$ cat config.mk
export PLATFORM = sky130hd
export DESIGN_NAME = rmq_norm
export DESIGN_NICKNAME = d
export VERILOG_FILES = /design/src/hdl/rmq_pkg.sv /design/src/hdl/rmq_norm.sv
export SDC_FILE = /design/constraint.sdc
export NUM_CORES = 2
export LEC_CHECK = 0
export BUFFER_PORTS_ARGS = -buffer_cell sky130_fd_sc_hd__buf_2
export CORE_UTILIZATION = 42
export DETAILED_ROUTE_END_ITERATION = 8
export PLACE_DENSITY_LB_ADDON = 0.12
export SETUP_SLACK_MARGIN = 0.4
export SYNTH_ARGS = -nofsm -noshare
export SYNTH_HDL_FRONTEND = slang
export SYNTH_SLANG_ARGS = --single-unit
$ cat constraint.sdc
create_clock -name clk -period 3.3 [get_ports clk]
set_input_delay 0.33 -clock clk [delete_from_list [all_inputs] [get_ports clk]]
set_output_delay 0.33 -clock clk [all_outputs]
set_load 0.01 [all_outputs]
$ cat src/hdl/rmq_pkg.sv
// Shared constants for the rotation matrix to quaternion pipeline.
package rmq_pkg;

	localparam int IN_W  = 16;
	localparam int OUT_W = 16;
	localparam int NQ    = 4;

	// Quaternion lane codes.
	localparam int QW = 0;
	localparam int QX = 1;
	localparam int QY = 2;
	localparam int QZ = 3;

	localparam int OUT_MAX = 32767;
	localparam int OUT_MIN = -32768;

endpackage

$ cat src/hdl/rmq_norm.sv
// Squares of the four magnitudes and their sum, two registered steps.
module rmq_norm #(
	parameter int A_W = 16,
	parameter int SIDE_W = 1
) (
	input  logic clk,
	input  logic arst_n,
	input  logic v_in,
	input  logic [rmq_pkg::NQ-1:0][A_W-1:0] a_in,
	input  logic [SIDE_W-1:0] side_in,
	output logic v_s2,
	output logic [2*A_W+1:0] sum_s2,
	output logic [SIDE_W-1:0] side_s2
);

	logic v_s1;
	logic [rmq_pkg::NQ-1:0][2*A_W-1:0] sq_s1;
	logic [SIDE_W-1:0] side_s1;
	logic [2*A_W+1:0] sum;

	always_comb begin
		sum = '0;
		for (int l = 0; l < rmq_pkg::NQ; l++) begin
			sum = sum + (2*A_W+2)'(sq_s1[l]);
		end
	end

	always_ff @(posedge clk or negedge arst_n) begin
		if (!arst_n) begin
			v_s1 <= 1'b0;
			v_s2 <= 1'b0;
		end else begin
			v_s1 <= v_in;
			v_s2 <= v_s1;
		end
	end

	always_ff @(posedge clk) begin
		for (int l = 0; l < rmq_pkg::NQ; l++) begin
			sq_s1[l] <= a_in[l] * a_in[l];
		end
		side_s1 <= side_in;
		sum_s2 <= sum;
		side_s2 <= side_s1;
	end

endmodule

# Word level (Yosys, flattened, before mapping)
# Cells that the tools add are included.
dict set report totals {
  ff_bits 166
  elab_cells 16
}
dict set report classes {
  add_sub_neg 3
  n_mul 4
}
# operator n
set ops {}
lappend ops {{$mul 16x16->32} 4}
lappend ops {{$add 33x32->34} 1}
lappend ops {{$add 34x32->34} 1}
lappend ops {{$add 32x32->33} 1}

# Longest topological paths before layout
dict set report depth {
  ltp_word 3
  depth_mapped 25
  ltp_nobuf 23
}

# Least setup slack after synthesis
# Ideal clock, no wire load.
dict set report synth_timing {
  path_kind {input to register}
  startpoint {in a_in[14] (netlist bit)}
  endpoint {reg sq_s1[30] (netlist bit)}
  setup_time_ns 0.072
  arrival_ns 5.889
  t_required_ns 3.228
  setup_slack_ns -2.662
  path_stages 22
  n_path_buf 3
  cell_sequence {clkbuf_1 > clkbuf_1 > nand2_1 > fa_1 > fa_1 > inv_1 > fa_1 > fa_1 > fa_1 > inv_1 > fa_1 > inv_1 > ha_1 > clkbuf_1 > a21oi_1 > o21a_1 > o21ai_1 > or3_1 > o211ai_1 > o21ai_1 > a211oi_1 > xnor2_1}
}
dict set report synth_between {
  elab_chain_len 1
}
# item line
set synth_rtl {}
lappend synth_rtl {{start: declaration} rmq_norm.sv:9} ;# input logic [rmq_pkg::NQ-1:0][A_W-1:0] a_in,
lappend synth_rtl {{$mul 16x16->32} rmq_norm.sv:40} ;# sq_s1[l] <= a_in[l] * a_in[l];
lappend synth_rtl {{end signal: indexed assignment} rmq_norm.sv:40}
lappend synth_rtl {{end: declaration} rmq_norm.sv:17} ;# logic [rmq_pkg::NQ-1:0][2*A_W-1:0] sq_s1;
# Every way passes these cells.

# Worst setup path in the final report
dict set report layout_timing {
  startpoint {in a_in[25] (netlist bit)}
  endpoint {reg sq_s1[60] (netlist bit)}
}
# Same word-level chain as after synthesis.

==> results.ini <==
[global_routing]
grt_start_max_net_pins = 19
gr-usage-met2_pct = 41.0
grt_util_met1_pct = 31.3
grt_use_met3_pct = 2.12
antenna_found_initial = 1
gr-total-overflow = 0
grt_use_total_pct = 23.2
grt.busiest_layer = met2
grt_first_pass_wirelength_um = 157000
grt_pass1_vias = 30922

[critical_path]
arrival_ns = 5.60
crit_chain = buf_12 -> and2_4 -> fa_1 -> inv_1 -> fa_1 -> inv_1 -> fa_1 -> fa_1 -> fa_1 -> inv_1 -> fa_1 -> inv_1 -> ha_4 -> a21o_1 -> a21oi_2 -> o21a_1 -> a311oi_4 -> o21ai_1 -> o211ai_1 -> or4_1 -> nand3_1
r2r_cells = 13
rr_startpoint = sq_s1[66]
required_ns = 3.70
start_kind = input port
r2r-end = sum_s2[31]
r2r_setup_slack_ns = -0.43
crit_top_cell = fa_1
cp_slowest_cell = fa_1
crit_fanout = 10
cpPeakStageDelay_ns = 0.53
critPathKind = input port to flop
critPathCaptureType = flop

[route]
routed_wirelength_um = 94000
drc = 0
wl_per_cell_um = 15.8
vias = 28046
initialDrtViolationCount = 920
drt-pass1-iter-count = 5
antenna_left = 0
via_per_inst = 4.72

[timing]
final-hold-violation-count = 0
fin_skew_ns = 0.0183
fin_crit_ns = 5.20
setup_ws_ns = -1.90
finalSetupViolCount = 118
drv_slew = 0
finalSetupTns_ns = -151.07
max_clock_freq_ghz = 0.192
hold-worst-slack_ns = 0.191
grt_setup_unrepaired = yes
period_share_pct = 158

[placed_design]
place.gp.congestion = 0.880
io_buffers = 103
dp_hpwl_um = 80400

[cts]
clock_sinks = 162
cts_tree = yes
ctsHtreeMaxLevel = 4
clk_latency_ns = 0.45
cts_buffers = 17
cts.clk_slew.worst_paths_ns = 0.08
max-clock-path-buffers = 2
cts_root_buf = clkbuf_16

[floorplanning]
die_h_um = 292
core-area_um2 = 83600
die_w_um = 292
start_util_pct = 42.4
die_area_um2 = 85500
ios = 104
row_count = 106

[layout]
layout.nets = 6068
final_common_cell = inv_1
layout-drive-gt1-share_pct = 36.4
num-fill-cells = 7331
area_growth_pct = 40.2
layout_common_cells = 918 x inv_1, 803 x buf_4, 676 x fa_1
insertedDiodeCount = 0

[logic_synthesis]
async_flop_share_pct = 1.23
synth-edff-count = 0
syn-cell-area_um2 = 35400
yosys_warnings = 0
synth_seq_cells = 162
yosysSeqAreaShare_pct = 9.18
synth_ff_type = dfxtp_1
synthCells = 3862
synth_cell_type_count = 73
syn_avg_cell_area_um2 = 9.17

[run_status]
outcome = finished with violations
violations = negative setup slack

[job]
cap_viol_max_count = 0

[worst_hold_path]
hold_class = input port to asynchronous set/reset pin

-- cell usage after synthesis, drive strengths merged (6+ instances only) --
cell	number	share of area (%)
nand3	40	0.57
dfxtp	160	9.0
nor2	150	1.6
xor2	60	1.5
clkbuf	98	1.0
ha	441	16
o21ai	72	1.0
or2	16	0.28
a21o	62	1.3
nand2b	22	0.39
a211oi	21	0.46
nand4	13	0.23
and3	17	0.30
inv	1020	11
xnor2	114	2.8
a221oi	6	0.22
o211ai	10	0.21
o21bai	21	0.45
a31o	13	0.37
nand2	362	3.8
and4	7	0.17
a21oi	133	1.9
nor2b	28	0.49
and2	153	2.7
a21boi	6	0.13
nor3	13	0.18
o21a	16	0.34
fa	711	40
a31oi	17	0.30
-- how the worst max path moves through the flow --
stage                        start   endpoint  slack (ns)  depth (start not counted)
after floorplan           a_in[17]  sq_s1[60]       -2.23                         24
after global placement     a_in[3]  sq_s1[28]       -2.58                         23
after detailed placement   a_in[3]  sq_s1[28]       -2.56                         24
after CTS                  a_in[5]  sq_s1[30]       -1.91                         24
after global routing      a_in[18]  sq_s1[60]       -2.09                         23
final                     a_in[25]  sq_s1[60]       -1.90                         21
-- logic make-up after synthesis --
family                     share of synthesized area (%)
AOI/OAI and AO/OA                                   7.66
other                                             0.0212
and+or+nand+nor                                     11.0
adders and majority gates                           55.8
muxes                                              0.187
xor gates and xnor gates                            4.30
buffers and inverters                               11.9
DFF                                                 9.18
-- final cells by class --
type	count	area (um^2)	share of cell area [%]
multi-input cells	2580	31500	63.4
repair buffers	1067	9120	18.4
inverters	1020	3860	7.77
flip-flops and latches	162	3270	6.58
well taps	1080	1350	2.72
clock buffers	18	429	0.864
clock inverters	14	158	0.317
-- metrics by stage --
stage / area [um^2] / setup slack, ns / instances / util [%]
finish: 49700 / -1.90 / 5941 / 59.4
global route: 49700 / -2.09 / 5941 / 59.4
CTS: 48500 / -1.91 / 5896 / 58.0
detailed placement: 44000 / -2.56 / 5745 / 52.7
global placement: 44000 / -2.58 / 5745 / 52.7
floorplan: 37000 / -2.23 / 3863 / -
-- routing by layer --
layer | part of all wire, % | up-vias | routed length (um)
met4 | 1.4 | 0 | 1280
li1 | - | 13634 | -
met2 | 51 | 285 | 47900
met5 | 0 | - | 0
met3 | 2.4 | 70 | 2280
met1 | 45 | 14057 | 42600
-- flip-flops by register name, summed over array words and instances, names as in the netlist --
signal,flops
v_s1,1
sum_s2,34
side_s1,1
side_s2,1
v_s2,1
sq_s1,124
-- worst max-delay path, delay by kind of cell --
kind            cells  cell delay (ns)
compound gates      6             1.06
fa+ha+maj           7             3.18
buf+inv             5             0.33
simple gates        3             0.69
-- timing repair --
action                     CTS  global route
hold buffers                 3             0
gates resized for setup    710           195
pin swaps                  364           231
buffers inserted           115            44
hold endpoints to repair     4             0
setup endpoints to repair  132           134
cloned                       1             1
Power is left out: the tool's default activity adds up to more than one toggle a clock period on the data nets, which glitch-free logic cannot reach.
