`config.mk`:
```
export PLATFORM = sky130hd
export DESIGN_NAME = rmq_sqrt_cell
export DESIGN_NICKNAME = d
export VERILOG_FILES = /design/src/hdl/rmq_sqrt_cell.sv
export SDC_FILE = /design/constraint.sdc
export NUM_CORES = 1
export LEC_CHECK = 0
export BUFFER_PORTS_ARGS = -buffer_cell sky130_fd_sc_hd__clkbuf_2
export CAP_MARGIN = 20
export CORE_MARGIN = 2
export CORE_UTILIZATION = 24
export DETAILED_ROUTE_END_ITERATION = 8
export GPL_ROUTABILITY_DRIVEN = 0
export GPL_TIMING_DRIVEN = 0
export PLACE_DENSITY_LB_ADDON = 0.1
export SLEW_MARGIN = 20
export SYNTH_ARGS = -nofsm -noshare
export SYNTH_HDL_FRONTEND = slang
export SYNTH_SLANG_ARGS = --single-unit
export TNS_END_PERCENT = 1
```
`constraint.sdc`:
```
create_clock -name clk -period 0.8 [get_ports clk]
set_clock_uncertainty 0.15 [all_clocks]
set_input_delay 0.08 -clock clk [delete_from_list [all_inputs] [get_ports clk]]
set_output_delay 0.08 -clock clk [all_outputs]
set_load 0.05 [all_outputs]
```
`src/hdl/rmq_sqrt_cell.sv`:
```
// One cell of the square root chain: settles one root bit per lane.
module rmq_sqrt_cell #(
	parameter int LANES = 4,
	parameter int ROOT_W = 16,
	parameter int J = 0,
	parameter int SIDE_W = 1
) (
	input  logic clk,
	input  logic arst_n,
	input  logic v_in,
	input  logic [LANES-1:0][2*ROOT_W-1:0] rad_in,
	input  logic [LANES-1:0][ROOT_W+1:0] rem_in,
	input  logic [LANES-1:0][ROOT_W-1:0] root_in,
	input  logic [SIDE_W-1:0] side_in,
	output logic v_s1,
	output logic [LANES-1:0][2*ROOT_W-1:0] rad_s1,
	output logic [LANES-1:0][ROOT_W+1:0] rem_s1,
	output logic [LANES-1:0][ROOT_W-1:0] root_s1,
	output logic [SIDE_W-1:0] side_s1
);

	logic [LANES-1:0][ROOT_W+3:0] cur;
	logic [LANES-1:0][ROOT_W+3:0] trial;
	logic [LANES-1:0][ROOT_W+3:0] diff;
	logic [LANES-1:0] ge;
	logic [LANES-1:0][ROOT_W+1:0] rem_n;
	logic [LANES-1:0][ROOT_W-1:0] root_n;

	// Bring down the next radicand bit pair and try root*4+1 against it.
	always_comb begin
		for (int l = 0; l < LANES; l++) begin
			cur[l] = {rem_in[l], rad_in[l][2*J+1 -: 2]};
			trial[l] = (ROOT_W+4)'({root_in[l], 2'b01});
			ge[l] = cur[l] >= trial[l];
			diff[l] = cur[l] - trial[l];
			rem_n[l] = ge[l] ? diff[l][ROOT_W+1:0] : cur[l][ROOT_W+1:0];
			root_n[l] = {root_in[l][ROOT_W-2:0], ge[l]};
		end
	end

	always_ff @(posedge clk or negedge arst_n) begin
		if (!arst_n) begin
			v_s1 <= 1'b0;
		end else begin
			v_s1 <= v_in;
		end
	end

	always_ff @(posedge clk) begin
		rad_s1 <= rad_in;
		rem_s1 <= rem_n;
		root_s1 <= root_n;
		side_s1 <= side_in;
	end

endmodule

```
* Word-level counts from Yosys, hierarchy flattened
Cells that the tools add are included.
Widths: inputs -> output; s select.
** Operators by class
- Add/subtract/negate cells :: 4
- Magnitude comparators :: 4
- Muxes and demuxes :: 4
** Operators with widths (number)
- $ge 20x18->1 :: 4
- $mux 18 :: 4
- $sub 18x18->18 :: 4
** Word-level totals
- Flip-flop bits (word level) :: 266
- Input bits :: 268
- Output and inout port bits :: 266
- Logic and storage cells :: 26

* Depth between registers and ports, before layout
- Word-level depth :: 2
- Mapped depth :: 12
- Gate-level depth less buffers :: 10

* Worst setup path before layout
No wires, ideal clock.
- Kind :: input -> register
- From :: input root_in[55] in the netlist's numbering
- To :: register rem_s1[63] in the netlist's numbering
- Setup time :: 123 ps
- Arrival :: 2055 ps
- Data required time :: 527 ps
- Slack :: -1529 ps
- Stages on the path :: 11
- Path buffers :: 2
- Cell sequence :: inv_1 -> ha_1 -> a21oi_1 -> nor2_1 -> o21a_1 -> a221o_1 -> a21oi_2 -> a22o_1 -> buf_4 -> buf_6 -> mux2_1
** RTL lines
- from (decl) :: RTL line 13 : input logic [LANES-1:0][ROOT_W-1:0] root_in,
- to (signal assigned) :: RTL line 51 : rem_s1 <= rem_n;
- to (decl) :: RTL line 17 : output logic [LANES-1:0][ROOT_W+1:0] rem_s1,

==> results.py <==
metrics = {
    "synthesis": {
        "synth_edf_count": 0,
        "syn-num-nets": 1238,
        "synth_area_per_cell_sq_um": 10.9,
        "synth_ff_type": "dfxtp_1",
        "ys_warn_count": 0,
        "yosysUniqueCellTypes": 68,
        "syn_inst": 898,
        "ys_ff_latch": 266,
        "syn-cell-area_sq_um": 9770,
        "ys_seq_area_share_pct": 54.6,
        "synthArstFlopShare_pct": 0.376,
    },
    "clock_network": {
        "cts_sinks": 266,
        "h-tree-depth": 1,
        "cts_buffers": 31,
        "cts_max_path_buffers": 3,
        "root_buffer": "clkbuf_16",
        "clk_pin_slew_worst_paths_ns": 0.06,
        "cts_tree": "done",
    },
    "timing": {
        "drv_slew": 0,
        "rsz0062_at_grt": "yes",
        "finalHoldViolations": 122,
        "setup_viol": 342,
        "max_slew_margin_pct": 69.0,
        "whs_ns": -0.548,
        "fmaxAchievable_ghz": 0.574,
        "finalCritPeriodShare_pct": 218,
        "worst_slew_pin_slew_ns": 0.462,
        "period_minus_slack_ns": 1.74,
        "setup_ws_ns": -0.943,
        "tns_ns": -191.66,
    },
    "detailed_routing": {
        "num_vias": 9431,
        "drt-initial-drc-count": 300,
        "wl_per_cell_um": 18.0,
        "drc": 0,
        "wl_um": 40200,
        "detail_route.vias_per_cell": 4.23,
        "dr.pass1.iters": 4,
        "drt.antenna.violating_nets": 0,
    },
    "cells_and_area": {
        "post-route-util_pct": 54.4,
        "fillers": 3263,
        "drive_gt1_share_pct": 62.6,
        "fin_cells": 2231,
        "area_growth_pct": 122,
        "layout.nets": 2020,
        "fin_area_sq_um": 21700,
    },
    "placement": {
        "dp.cells": 1956,
        "dp_slack_ns": -2.19,
        "dpl_cell_area_sq_um": 13300,
        "port_buffers": 533,
        "dp_hpwl_um": 27300,
    },
    "critical_path": {
        "endpoint_kind": "register",
        "crit_required_ns": 1.11,
        "path_cells": "clkbuf_2 > inv_1 > ha_2 > a21o_1 > a221o_1 > a211oi_2 > or2_4 > inv_4 > buf_12 > mux2_4",
        "worstSetupStartpointType": "primary input",
        "crit_type": "in2reg",
        "cp_top_family": "compound AO/OA/AOI/OAI gates",
        "slowest_delay_ns": 0.39,
        "cpMaxStageDelayCell": "a221o_1",
        "crit_buf_inv": 4,
        "critPathArrivalTime_ns": 2.05,
        "crit_fanout": 8,
    },
    "status": {
        "outcome": "finished with violations",
        "failed_checks": "negative hold slack, negative setup slack",
    },
    "global_route": {
        "antenna_found_initial": 4,
        "grt_max_degree": 17,
        "grt_pass1_wl_um": 55000,
        "grt_pass1_vias": 9516,
        "grt_usage_pct": 16.9,
        "grt-ovfl-total": 0,
    },
    "pwr": {
        "vdd_drop_max_mv": 2.32,
        "p_per_area_nw_per_um2": 2180,
        "p_seq_share_pct": 33.4,
        "p_clk_share_pct": 30.5,
        "internal_power_mw": 32.2,
        "swShare_pct": 32.1,
        "p_comb_share_pct": 36.1,
        "switching_power_mw": 15.2,
        "p_leak_nw": 9.95,
        "total_power_mw": 47.4,
    },
    "die": {
        "die_h_um": 206,
        "die_x_um": 206,
        "dieArea_sq_um": 42300,
        "fp-row-count": 73,
        "start_util_pct": 24.5,
        "core_area_sq_um": 39900,
        "ios": 534,
    },
    "run": {
        "cap_violations": 0,
    },
    "hold_path": {
        "hold_path.class": "in2reg",
    },
}
synth_stat cells, drive strengths merged (2+ instances only):
cell type | instances | area [sq um]
a221o | 3 | 30.0
and4 | 2 | 20.0
nand3b | 2 | 15.0
o21a | 15 | 113
nor2b | 6 | 37.5
a21oi | 48 | 255
nand3 | 14 | 70.1
nor2 | 36 | 143
o31ai | 8 | 65.1
o21ai | 47 | 235
ha | 72 | 901
a21boi | 2 | 15.0
o21bai | 3 | 22.5
clkbuf | 2 | 7.51
nor3 | 9 | 45.0
a2111oi | 4 | 53.8
and3 | 3 | 18.8
a221oi | 2 | 23.8
nand2 | 57 | 214
xor2 | 27 | 236
a31oi | 4 | 25.0
dfxtp | 265 | 5310
o211ai | 7 | 52.6
a211oi | 6 | 55.1
nand4 | 8 | 50.1
or3 | 4 | 30.0
a21o | 24 | 180
a41oi | 2 | 17.5
o22ai | 2 | 12.5
buf | 9 | 66.3
xnor2 | 32 | 280
mux2i | 6 | 60.1
nand2b | 10 | 62.6
nor3b | 4 | 30.0
o211a | 3 | 30.0
mux2 | 40 | 477
a32oi | 2 | 17.5
and3b | 2 | 17.5
nor4 | 2 | 12.5
inv | 92 | 348
layout make-up:
cell class	instances	area (sq um)	share of cell area [%]
Inverter	92	380	1.75
Tap cell	525	657	3.02
Clock buffer	41	873	4.02
Antenna cell	4	10.0	0.0461
Sequential cell	266	5660	26.1
Timing Repair Buffer	749	8930	41.1
Buffer	11	164	0.755
Multi-Input combinational cell	529	4870	22.4
Clock inverter	14	174	0.801
path summary, 6_finish.rpt:
| check | startpoint | slack, ns | end | cells past startpoint |
|---|---|---|---|---|
| setup / recovery | root_in[12] | -0.94 | rem_s1[11] | 10 |
| hold / removal | root_in[57] | -0.55 | root_s1[58] | 1 |
| max in group asynchronous | arst_n | 0.12 | v_s1 | 3 |
| min in group asynchronous | arst_n | 0.26 | v_s1 | 3 |
what timing repair did:
action | CTS | global route
gates cloned | 3 | 0
gates resized for setup | 870 | 535
endpoints found under the setup margin | 342 | 342
buffers inserted | 21 | 19
hold buffers | 147 | 26
pin swaps | 33 | 36
hold endpoints to repair | 265 | 222
power by group through the flow:
stage | sequential, mW | clock, mW | combinational [mW]
6_report | 15.8 | 14.5 | 17.1
4_1_cts | 15.6 | 15.0 | 16.1
5_1_grt | 15.9 | 15.6 | 17.9
2_1_floorplan | 19.9 | 0 | 3.19
3_3_place_gp | 15.2 | 0 | 11.1
3_5_place_dp | 15.2 | 0 | 11.0
metal layers:
metal  up-vias  global-route usage (%)  wire length [um]  part of all wire, %
li1       4651                       -                 -                    -
met1      4409                    17.8             14500                   36
met2       318                    32.0             21700                   54
met3        53                    5.18              3150                  7.8
met4         0                    4.73               863                  2.1
met5         -                       0                 0                    0
sequential cells by signal, summed over array words and instances (netlist names):
signal and flops:
rem_s1 72, side_s1 1, rad_s1 128, root_s1 64, v_s1 1
cell usage in the layout (no fill, tap or decap), drive strengths merged, types with 40 or more instances in the layout:
| cell type | n |
|---|---|
| clkbuf | 445 |
| mux2 | 40 |
| dfxtp | 265 |
| nand2 | 57 |
| o21ai | 47 |
| a21oi | 48 |
| dlygate4sd3 | 173 |
| ha | 72 |
| buf | 182 |
| inv | 94 |
logic make-up after synthesis:
group	synth area share (%)
XOR/XNOR	5.29
AO/OA/AOI/OAI	13.0
buffers and inverters	4.32
AND/OR/NAND/NOR	8.06
multiplexers	5.50
flip-flops	54.6
adder cells (fa/ha/maj)	9.22
Power figures use the tool's default switching activity.
